**config.mk**
```make
export PLATFORM = sky130hd
export DESIGN_NAME = rational_add_reduced_unit
export DESIGN_NICKNAME = d
export VERILOG_FILES = /design/src/hw/rtl/rar_pkg.sv /design/src/hw/rtl/rational_add_reduced_unit.sv /design/src/hw/rtl/rar_div.sv
export SDC_FILE = /design/constraint.sdc
export NUM_CORES = 1
export LEC_CHECK = 0
export ABC_AREA = 1
export ABC_CLOCK_PERIOD_IN_PS = 8300
export BUFFER_PORTS_ARGS = -buffer_cell sky130_fd_sc_hd__buf_2
export CELL_PAD_IN_SITES_DETAIL_PLACEMENT = 1
export CELL_PAD_IN_SITES_GLOBAL_PLACEMENT = 2
export CORE_UTILIZATION = 38
export DETAILED_ROUTE_END_ITERATION = 8
export GPL_ROUTABILITY_DRIVEN = 0
export HOLD_SLACK_MARGIN = 0.15
export PLACE_DENSITY = 0.88
export SLEW_MARGIN = 20
export SYNTH_ARGS = -nofsm -noshare
export SYNTH_HDL_FRONTEND = slang
export SYNTH_SLANG_ARGS = --single-unit
```
**constraint.sdc**
```tcl
create_clock -name aclk -period 8.3 [get_ports aclk]
set_input_delay 0.415 -clock aclk [delete_from_list [all_inputs] [get_ports aclk]]
set_output_delay 0.415 -clock aclk [all_outputs]
set_load 0.02 [all_outputs]
```
**src/hw/rtl/rar_pkg.sv**
```systemverilog
package rar_pkg;

    typedef enum logic [3:0] {
        ST_IDLE,
        ST_GCD_A,
        ST_DIV_NA,
        ST_DIV_DA,
        ST_GCD_B,
        ST_DIV_NB,
        ST_DIV_DB,
        ST_GCD_AB,
        ST_DIV_QA,
        ST_DIV_QB,
        ST_MUL_DEN,
        ST_MUL_SA,
        ST_MUL_SB,
        ST_OUT
    } rar_state_t;

    typedef struct packed {
        logic start;
    } rar_div_cmd_t;

    typedef struct packed {
        logic busy;
        logic done;
    } rar_div_sts_t;

endpackage

```
**src/hw/rtl/rational_add_reduced_unit.sv**
```systemverilog
// sequencing: each euclid step and each of the 6 exact divisions runs on the single shared
//   restoring divider, each gcd ends with a zero-remainder check, then come 3 multiply steps,
//   the accept step and the result beat; the total time is data dependent, longer when all
//   three gcds run long euclid chains
// throughput: one item at a time, s_tready high only when idle; next item after result beat
// reset: aresetn synchronous, clears sequencer, divider control and m_tvalid; no clearing pass
module rational_add_reduced_unit #(
    parameter int OPERAND_BITS = 16
) (
    input  logic                                     aclk,
    input  logic                                     aresetn,
    input  logic                                     s_tvalid,
    output logic                                     s_tready,
    // num_a, den_a, num_b, den_b from bit 0 up
    input  logic [((4*OPERAND_BITS+7)/8)*8-1:0]      s_tdata,
    output logic                                     m_tvalid,
    input  logic                                     m_tready,
    // sum_num (2n+1 bits), sum_den (2n bits) from bit 0 up
    output logic [((4*OPERAND_BITS+8)/8)*8-1:0]      m_tdata
);
    import rar_pkg::*;

    localparam int N     = OPERAND_BITS;
    localparam int OUT_W = ((4*N+8)/8)*8;

    rar_state_t   state_reg, state_next;
    logic         launched_reg, launched_next;
    logic [N-1:0] na_reg, na_next, da_reg, da_next;
    logic [N-1:0] nb_reg, nb_next, db_reg, db_next;
    logic [N-1:0] x_reg, x_next, y_reg, y_next;
    logic [N-1:0] qa_reg, qa_next, qb_reg, qb_next;
    logic [2*N-1:0] common_reg, common_next;
    logic [2*N:0]   sum_reg, sum_next;

    rar_div_cmd_t div_cmd;
    rar_div_sts_t div_sts;
    logic [N-1:0] div_dividend, div_divisor, div_quo, div_rem;
    logic [N-1:0] mul_a, mul_b;
    logic [2*N-1:0] prod;
    logic [N-1:0] in_na, in_da, in_nb, in_db;

    assign in_na = s_tdata[N-1:0];
    assign in_da = s_tdata[2*N-1:N];
    assign in_nb = s_tdata[3*N-1:2*N];
    assign in_db = s_tdata[4*N-1:3*N];

    rar_div #(.W(N)) u_div (
        .aclk      (aclk),
        .aresetn   (aresetn),
        .cmd       (div_cmd),
        .dividend  (div_dividend),
        .divisor   (div_divisor),
        .sts       (div_sts),
        .quotient  (div_quo),
        .remainder (div_rem)
    );

    assign prod = mul_a * mul_b;

    always_comb begin
        state_next    = state_reg;
        launched_next = launched_reg;
        na_next = na_reg;  da_next = da_reg;
        nb_next = nb_reg;  db_next = db_reg;
        x_next  = x_reg;   y_next  = y_reg;
        qa_next = qa_reg;  qb_next = qb_reg;
        common_next   = common_reg;
        sum_next      = sum_reg;
        div_cmd.start = 1'b0;
        div_dividend  = x_reg;
        div_divisor   = x_reg;
        mul_a         = qa_reg;
        mul_b         = db_reg;

        unique case (state_reg)
            ST_DIV_NA: div_dividend = na_reg;
            ST_DIV_DA: div_dividend = da_reg;
            ST_DIV_NB: div_dividend = nb_reg;
            ST_DIV_DB: div_dividend = db_reg;
            ST_DIV_QA: div_dividend = da_reg;
            ST_DIV_QB: div_dividend = db_reg;
            default:   div_dividend = x_reg;
        endcase

        unique case (state_reg)
            ST_IDLE: begin
                if (s_tvalid) begin
                    na_next = in_na;
                    nb_next = in_nb;
                    // a zero denominator counts as one
                    da_next = (in_da == '0) ? N'(1) : in_da;
                    db_next = (in_db == '0) ? N'(1) : in_db;
                    x_next  = in_na;
                    y_next  = (in_da == '0) ? N'(1) : in_da;
                    launched_next = 1'b0;
                    state_next    = ST_GCD_A;
                end
            end
            ST_GCD_A, ST_GCD_B, ST_GCD_AB: begin
                // euclid step: x mod y
                div_divisor = y_reg;
                if (!launched_reg) begin
                    if (y_reg == '0) begin
                        unique case (state_reg)
                            ST_GCD_A: state_next = ST_DIV_NA;
                            ST_GCD_B: state_next = ST_DIV_NB;
                            default:  state_next = ST_DIV_QA;
                        endcase
                    end else begin
                        div_dividend  = x_reg;
                        div_cmd.start = 1'b1;
                        launched_next = 1'b1;
                    end
                end else if (div_sts.done) begin
                    x_next = y_reg;
                    y_next = div_rem;
                    launched_next = 1'b0;
                end
            end
            ST_DIV_NA, ST_DIV_DA, ST_DIV_NB, ST_DIV_DB, ST_DIV_QA, ST_DIV_QB: begin
                if (!launched_reg) begin
                    div_cmd.start = 1'b1;
                    launched_next = 1'b1;
                end else if (div_sts.done) begin
                    launched_next = 1'b0;
                    unique case (state_reg)
                        ST_DIV_NA: begin
                            na_next = div_quo;
                            state_next = ST_DIV_DA;
                        end
                        ST_DIV_DA: begin
                            da_next = div_quo;
                            x_next  = nb_reg;
                            y_next  = db_reg;
                            state_next = ST_GCD_B;
                        end
                        ST_DIV_NB: begin
                            nb_next = div_quo;
                            state_next = ST_DIV_DB;
                        end
                        ST_DIV_DB: begin
                            db_next = div_quo;
                            x_next  = da_reg;
                            y_next  = div_quo;
                            state_next = ST_GCD_AB;
                        end
                        ST_DIV_QA: begin
                            qa_next = div_quo;
                            state_next = ST_DIV_QB;
                        end
                        default: begin
                            qb_next = div_quo;
                            state_next = ST_MUL_DEN;
                        end
                    endcase
                end
            end
            ST_MUL_DEN: begin
                mul_a = qa_reg;
                mul_b = db_reg;
                common_next = prod;
                state_next  = ST_MUL_SA;
            end
            ST_MUL_SA: begin
                // common / da equals db / g
                mul_a = na_reg;
                mul_b = qb_reg;
                sum_next   = {1'b0, prod};
                state_next = ST_MUL_SB;
            end
            ST_MUL_SB: begin
                mul_a = nb_reg;
                mul_b = qa_reg;
                sum_next   = sum_reg + {1'b0, prod};
                state_next = ST_OUT;
            end
            ST_OUT: begin
                if (m_tready) state_next = ST_IDLE;
            end
            default: state_next = ST_IDLE;
        endcase
    end

    always_ff @(posedge aclk) begin
        na_reg <= na_next;  da_reg <= da_next;
        nb_reg <= nb_next;  db_reg <= db_next;
        x_reg  <= x_next;   y_reg  <= y_next;
        qa_reg <= qa_next;  qb_reg <= qb_next;
        common_reg <= common_next;
        sum_reg    <= sum_next;
        if (!aresetn) begin
            state_reg    <= ST_IDLE;
            launched_reg <= 1'b0;
        end else begin
            state_reg    <= state_next;
            launched_reg <= launched_next;
        end
    end

    assign s_tready = (state_reg == ST_IDLE);
    assign m_tvalid = (state_reg == ST_OUT);
    assign m_tdata  = {{(OUT_W-4*N-1){1'b0}}, common_reg, sum_reg};

    a_one_side: assert property (@(posedge aclk) disable iff (!aresetn)
        !(s_tready && m_tvalid))
        else $error("input and result sides open together");
    a_den_nonzero: assert property (@(posedge aclk) disable iff (!aresetn)
        m_tvalid |-> common_reg != '0)
        else $error("common denominator is zero");
    a_done_launched: assert property (@(posedge aclk) disable iff (!aresetn)
        div_sts.done |-> launched_reg)
        else $error("division finished with nothing launched");
    a_gcd_divisor: assert property (@(posedge aclk) disable iff (!aresetn)
        (div_cmd.start && state_reg != ST_GCD_A && state_reg != ST_GCD_B
         && state_reg != ST_GCD_AB) |-> x_reg != '0)
        else $error("reduction divides by zero gcd");

endmodule

```
**src/hw/rtl/rar_div.sv**
```systemverilog
module rar_div #(
    parameter int W = 16
) (
    input  logic                  aclk,
    input  logic                  aresetn,
    input  rar_pkg::rar_div_cmd_t cmd,
    input  logic [W-1:0]          dividend,
    input  logic [W-1:0]          divisor,
    output rar_pkg::rar_div_sts_t sts,
    output logic [W-1:0]          quotient,
    output logic [W-1:0]          remainder
);
    import rar_pkg::*;

    localparam int CW = $clog2(W + 1);

    logic [W-1:0]  rem_reg, rem_next;
    logic [W-1:0]  quo_reg, quo_next;
    logic [W-1:0]  dvs_reg, dvs_next;
    logic [CW-1:0] cnt_reg, cnt_next;
    logic          busy_reg, busy_next;
    logic          done_reg, done_next;
    logic [W:0]    trial;
    logic          fits;

    // one restoring step: shift in the next dividend bit, subtract if it fits
    assign trial = {rem_reg, quo_reg[W-1]};
    assign fits  = trial >= {1'b0, dvs_reg};

    always_comb begin
        rem_next  = rem_reg;
        quo_next  = quo_reg;
        dvs_next  = dvs_reg;
        cnt_next  = cnt_reg;
        busy_next = busy_reg;
        done_next = 1'b0;
        if (cmd.start) begin
            rem_next  = '0;
            quo_next  = dividend;
            dvs_next  = divisor;
            cnt_next  = CW'(W);
            busy_next = 1'b1;
        end else if (busy_reg) begin
            rem_next = fits ? W'(trial - {1'b0, dvs_reg}) : trial[W-1:0];
            quo_next = {quo_reg[W-2:0], fits};
            cnt_next = cnt_reg - 1'b1;
            if (cnt_reg == CW'(1)) begin
                busy_next = 1'b0;
                done_next = 1'b1;
            end
        end
    end

    always_ff @(posedge aclk) begin
        rem_reg <= rem_next;
        quo_reg <= quo_next;
        dvs_reg <= dvs_next;
        cnt_reg <= cnt_next;
        if (!aresetn) begin
            busy_reg <= 1'b0;
            done_reg <= 1'b0;
        end else begin
            busy_reg <= busy_next;
            done_reg <= done_next;
        end
    end

    assign sts.busy  = busy_reg;
    assign sts.done  = done_reg;
    assign quotient  = quo_reg;
    assign remainder = rem_reg;

    a_start_idle: assert property (@(posedge aclk) disable iff (!aresetn)
        cmd.start |-> !busy_reg)
        else $error("divider started while busy");
    a_done_after_busy: assert property (@(posedge aclk) disable iff (!aresetn)
        done_reg |-> $past(busy_reg))
        else $error("divider done without a running division");
    a_cnt_nonzero: assert property (@(posedge aclk) disable iff (!aresetn)
        busy_reg |-> cnt_reg != '0)
        else $error("divider step count ran out while busy");

endmodule

```
==> results.toml, run 1 <==
[sta]
fmax_mhz = 124.9
fin_crit_sh = 0.9648
max-slew-margin-rel = 0.4444
rsz0062_at_grt = "yes"
fin_tns_setup_ps = 0
worstMarginPinSlew_ps = 833.4
maxSlewViolCount = 0
finalCriticalPeriod_ps = 8008
hold_violations = 0
setup_viol = 0
fin_skew_ps = 57.86

[clock_network]
clock_sinks = 253
clkLatencyLatePin_ps = 620
cts_buffers = 30
clock_path_buffers = 3
h-tree-depth = 1
cts_tree = "done"
clockRootBuffer = "clkbuf_16"
path_clk_slew_ps = 60

[drt]
drt_wl_total_mm = 92.72
first_iter_violations = 1593
post-route-drc-count = 0
viasPerCell = 5.256
wire_per_inst_um = 21.58
via_count = 22580
ant_nets = 0
drtPass1Iterations = 6

[setup_path]
arrival_ps = 8330
slowest_delay_ps = 560
cp-start-kind = "flop"
cp-end-kind = "flop"
cp_slowest_cell = "fa_1"
worstPathMaxFanout = 20
critical_path_required_ps = 8630
critPathBufInv = 11
ff2ff_setup_slack_ps = 290
path_class = "reg2reg"
crit_family = "adder cells"

[cells_and_area]
drive_gt1_frac = 0.1345
largest_reg_flops = 33
final_common_cell = "nand2_1"
area_growth_syn_to_layout_pct = 15.81
mostFrequentLayoutCells = "nand2_1 (997), inv_1 (645), nor2_1 (240)"
fin_nets = 3848
antenna_cells = 0
final_cells = 4297

[run]
maxCapViolCount = 0

[global_routing]
use_met1 = 0.3463
grt_pass1_vias = 24100
met3_usage = 0.03045
grt_antenna_before_repair = 0
grt_max_degree = 80
grt_overflow = 0
met2_usage = 0.4944
grt_pass1_wl_mm = 141.2
grt_util_all_layers = 0.2784
busiest_layer = "met2"

[yosys]
async_flop_share = 0
syn_inst = 3219
ys_top_cells_by_area = "edfxtp_1 (27%), fa_1 (16%), nand2_1 (15%), inv_1 (9.8%), ha_1 (8.0%)"
seq_area_frac_synth = 0.2971
synth_area_leader_cell = "edfxtp_1"
yosys.area.top_type_share = 0.2744
synth_xor_area_frac = 0.01067
synth_edf_count = 225
synthAdderAreaFrac = 0.2391
yosysUniqueCellTypes = 45
ys_ff_latch = 253
synth_warnings = 0
synth-simple-area-share = 0.2529
synth-compound-area-share = 0.08007
syn_area_per_cell_um2 = 7.650
synthMuxAreaShare = 0
post_synth_instance_area_um2 = 24630
ys.flop_type = "edfxtp_1"
synth_top_family_by_area = "simple AND/OR/NAND/NOR gates"

[floorplan]
initial_core_util = 0.3876
io-pin-count = 142
die_area_um2 = 65830
rows = 92
die_w_um = 256.6
die_h_um = 256.6
core-area_um2 = 63540

[placed_design]
dp.cells = 4206
place.detailed.hpwl_mm = 75.82
port_buffers = 134

[run_status]
status = "finished clean"

[hold_path]
hp-class = "in2reg"
stage by stage:
step,setup WS [ps],hold slack (ps),utilization,area [um2]
after CTS,-55.41,153.1,0.4392,27910
after detailed placement,-331.3,461.8,0.4185,26590
after global placement,-184.2,442.4,0.4185,26590
after global routing,-38.30,188.4,0.4488,28520
final,292.4,174.4,0.4488,28520
after floorplan,795.3,428.3,-,24650
synth_stat cells, types with 17 or more instances:
cell      count
nand2_1    1015
inv_1       646
nor2_1      262
edfxtp_1    225
fa_1        196
ha_1        157
nand3_1     156
o21ai_0     111
a21oi_1      55
inv_2        37
buf_2        33
o221ai_1     30
dfxtp_1      28
clkbuf_1     27
a21oi_4      26
nor3_1       26
and2_1       24
nand4_1      20
xor2_1       19
o22ai_1      17
tightest hold or removal path, cell delays in order:
cell     delay (ps)
buf_2            70
inv_1            40
o21ai_0         140
kinds of logic (layout without fill, tap and decap cells):
logic type / Yosys count / in the layout
DFF: 253 / 253
adders and majority gates: 353 / 353
other: 1 / 7
xor gates and xnor gates: 30 / 30
and+or+nand+nor: 1536 / 1536
AOI/OAI and AO/OA: 287 / 287
buffers and inverters: 759 / 985
metal layers:
layer | up-vias | share of wire
met5 | - | 0
met4 | 0 | 0.044
met3 | 202 | 0.053
met2 | 811 | 0.50
met1 | 11170 | 0.41
li1 | 10400 | -
repair_timing:
| action | in CTS | in global routing |
|---|---|---|
| setup buffers | 6 | 12 |
| cloned | 0 | 0 |
| resized for setup | 27 | 104 |
| setup endpoints to repair | 11 | 21 |
| pin swaps | 1 | 7 |
| hold buffers | 16 | 0 |
| hold endpoints to repair | 22 | 0 |
final timing paths:
kind / start / to / cells after the start
worst max-delay path: state_reg[0]$_SDFFE_PN0P_ / sum_reg[27]$_DFFE_PN_ / 40
worst min-delay path: s_tdata[53] / db_reg[5]$_DFFE_PP_ / 3
worst max register to register: state_reg[0]$_SDFFE_PN0P_ / sum_reg[27]$_DFFE_PN_ / 40
worst min register to register: u_div.remainder[12]$_SDFFE_PP0P_ / u_div.remainder[12]$_SDFFE_PP0P_ / 2
area by class of cell:
class	count	area (um2)
clock buffer	34	765.7
clock inverter	22	241.5
fill	7836	35020
inverter	683	2569
multi-input combinational	2213	14910
sequential	253	7321
tap	846	1059
timing repair buffer	246	1653
Power of run 1 is not shown: default switching activity piles up to over one toggle a cycle in this logic, so the estimate is an artifact.
==> inputs of run 2 (changes only) <==
- CORE_UTILIZATION: 38 -> 25
- GPL_TIMING_DRIVEN: unset -> 0
- PLACE_DENSITY: 0.88 -> 0.64
==> run 2 against run 1 <==
Cell area grew 5.5%. Global-route usage fell by 7.2 points. Register-to-register slack hardly changed. Non-clock buffer count is 51 higher. Die area increased by 52%. Via count decreased by 2.9%. Fmax barely moved. Worst setup slack got worse by 3.7 ps. Sequential cell count stayed put. Cell count up 11%. Utilization shrank 14 points. Critical endpoint unchanged. Largest cell class unchanged. Highest routed layer is now met5.
==> results.toml, run 2 (synthesis gave the netlist of run 1 again) <==
[run_status]
status = "finished clean"

[clock_network]
path_clk_slew_ps = 60
cts_tree = "done"
clock_sinks = 253
h-tree-depth = 2
clkLatencyLatePin_ps = 580
cts_buffers = 34
clock_path_buffers = 3
clockRootBuffer = "clkbuf_16"

[floorplan]
die_h_um = 315.9
core-area_um2 = 97140
initial_core_util = 0.2535
io-pin-count = 142
die_w_um = 315.9
rows = 114
die_area_um2 = 99760

[cells_and_area]
fin_nets = 3904
utilization = 0.3097
drive_gt1_frac = 0.1565
area_growth_syn_to_layout_pct = 22.16
mostFrequentLayoutCells = "nand2_1 (987), inv_1 (644), nor2_1 (235)"
largest_reg_flops = 33
final_cells = 4784
nFillCells = 11720
final_common_cell = "nand2_1"

[global_routing]
grt_antenna_before_repair = 2
grt_pass1_vias = 23420
grt_util_all_layers = 0.2061
grt_pass1_wl_mm = 151.7
grt_overflow = 0
grt_max_degree = 28

[run]
maxCapViolCount = 0

[placed_design]
port_buffers = 134
dp.cells = 4641
dp_worst_setup_slack_ps = -1695
place.detailed.hpwl_mm = 83.16

[setup_path]
worstPathMaxFanout = 10
path_class = "reg2reg"
worst_path_most_repeated_cell = "inv_1"
slowest_delay_ps = 540
ff2ff_path_depth = 41
ff2ff_setup_slack_ps = 290
reg2reg_to = "sum_reg[27]$_DFFE_PN_"
cp-start-kind = "flop"
cp-end-kind = "flop"
critical_path_required_ps = 8600
arrival_ps = 8320
r2r-start = "state_reg[0]$_SDFFE_PN0P_"
cp_slowest_cell = "fa_1"

[drt]
via_count = 21940
wire_per_inst_um = 21.27
viasPerCell = 4.586
first_iter_violations = 1210
drt_wl_total_mm = 101.7
post-route-drc-count = 0
drtPass1Iterations = 5
ant_nets = 0

[hold_path]
holdPathStages = 3
hp-start = "s_tdata[40]"
min_to = "nb_reg[8]$_DFFE_PP_"
hp-class = "in2reg"

[sta]
max-slew-margin-rel = 0.3676
fin_crit_sh = 0.9652
rsz0062_at_grt = "yes"
hold_violations = 0
whs_ps = 166.8
fmax_mhz = 124.8
fin_skew_ps = 35.52
worstMarginPinSlew_ps = 948.6
finalCriticalPeriod_ps = 8011
setup_viol = 0
worst_slack_ps = 288.7
maxSlewViolCount = 0
[run 2: cell types whose count changed in the layout (fill, tap and decap cells not counted), moves of 7 or more]
cell and change:
ha_4 +7, and2_1 -8, o22ai_4 +7, nand2_1 -10
inv_4 +8, inv_2 -10, buf_2 +18, a21oi_2 +8
buf_12 +8, buf_6 +10, nand2_2 +8, buf_4 -13
clkbuf_1 +27, a21oi_1 -9
[run 2: timing repair]
| item | CTS | global route |
|---|---|---|
| pin swaps | 27 | 34 |
| cloned | 1 | 1 |
| hold buffers | 11 | 0 |
| endpoints found under the setup margin | 25 | 20 |
| setup buffers | 54 | 16 |
| gates resized for setup | 141 | 121 |
| hold endpoints to repair | 14 | 0 |
[run 2: area by class of cell]
cell class,count,area [um2],share of cell area
inverters,683,2600,0.08643
flip-flops and latches,253,7327,0.2436
plain buffers,75,505.5,0.01680
multi-input cells,2214,15360,0.5108
repair buffers,222,1549,0.05149
well taps,1276,1597,0.05307
clock inverters,14,190.2,0.006322
clock buffers,46,947.2,0.03149
diodes,1,2.502,0.00008318
[run 2: worst max-delay path, delay by kind of cell, from the launching register on]
family,cells,cell delay [ps]
buffers and inverters,12,1090
and+or+nand+nor,20,2430
DFF,1,370
AOI/OAI and AO/OA,1,280
adders and majority gates,8,3560
[run 2: how the worst max path moves through the flow]
stage	from	to	slack (ps)	cells past startpoint
2_1_floorplan	state_reg[3]$_SDFFE_PN0P_	sum_reg[27]$_DFFE_PN_	800	39
3_3_place_gp	state_reg[0]$_SDFFE_PN0P_	sum_reg[27]$_DFFE_PN_	-1630	39
3_5_place_dp	state_reg[0]$_SDFFE_PN0P_	sum_reg[27]$_DFFE_PN_	-1690	37
4_1_cts	state_reg[1]$_SDFFE_PN0P_	sum_reg[27]$_DFFE_PN_	4	40
6_report	state_reg[0]$_SDFFE_PN0P_	sum_reg[27]$_DFFE_PN_	290	41
5_1_grt	state_reg[0]$_SDFFE_PN0P_	sum_reg[30]$_DFFE_PN_	-30	38
[run 2: per-layer routing]
layer  part of all wire  global-route usage  vias to the layer above
li1                   -                   -                    10530
met1               0.47              0.2796                    10870
met2               0.47              0.3534                      423
met3              0.033             0.02086                      114
met4              0.024             0.04359                        2
met5            0.00013                   0                        -
[run 2: stage by stage]
stage          instance area [um2]  setup TNS (ps)
2_1_floorplan                24650               0
3_5_place_dp                 27050          -31600
3_3_place_gp                 26920          -30230
5_1_grt                      30080          -137.5
6_report                     30080               0
4_1_cts                      29480               0
Power of run 2 is left out for the same reason.
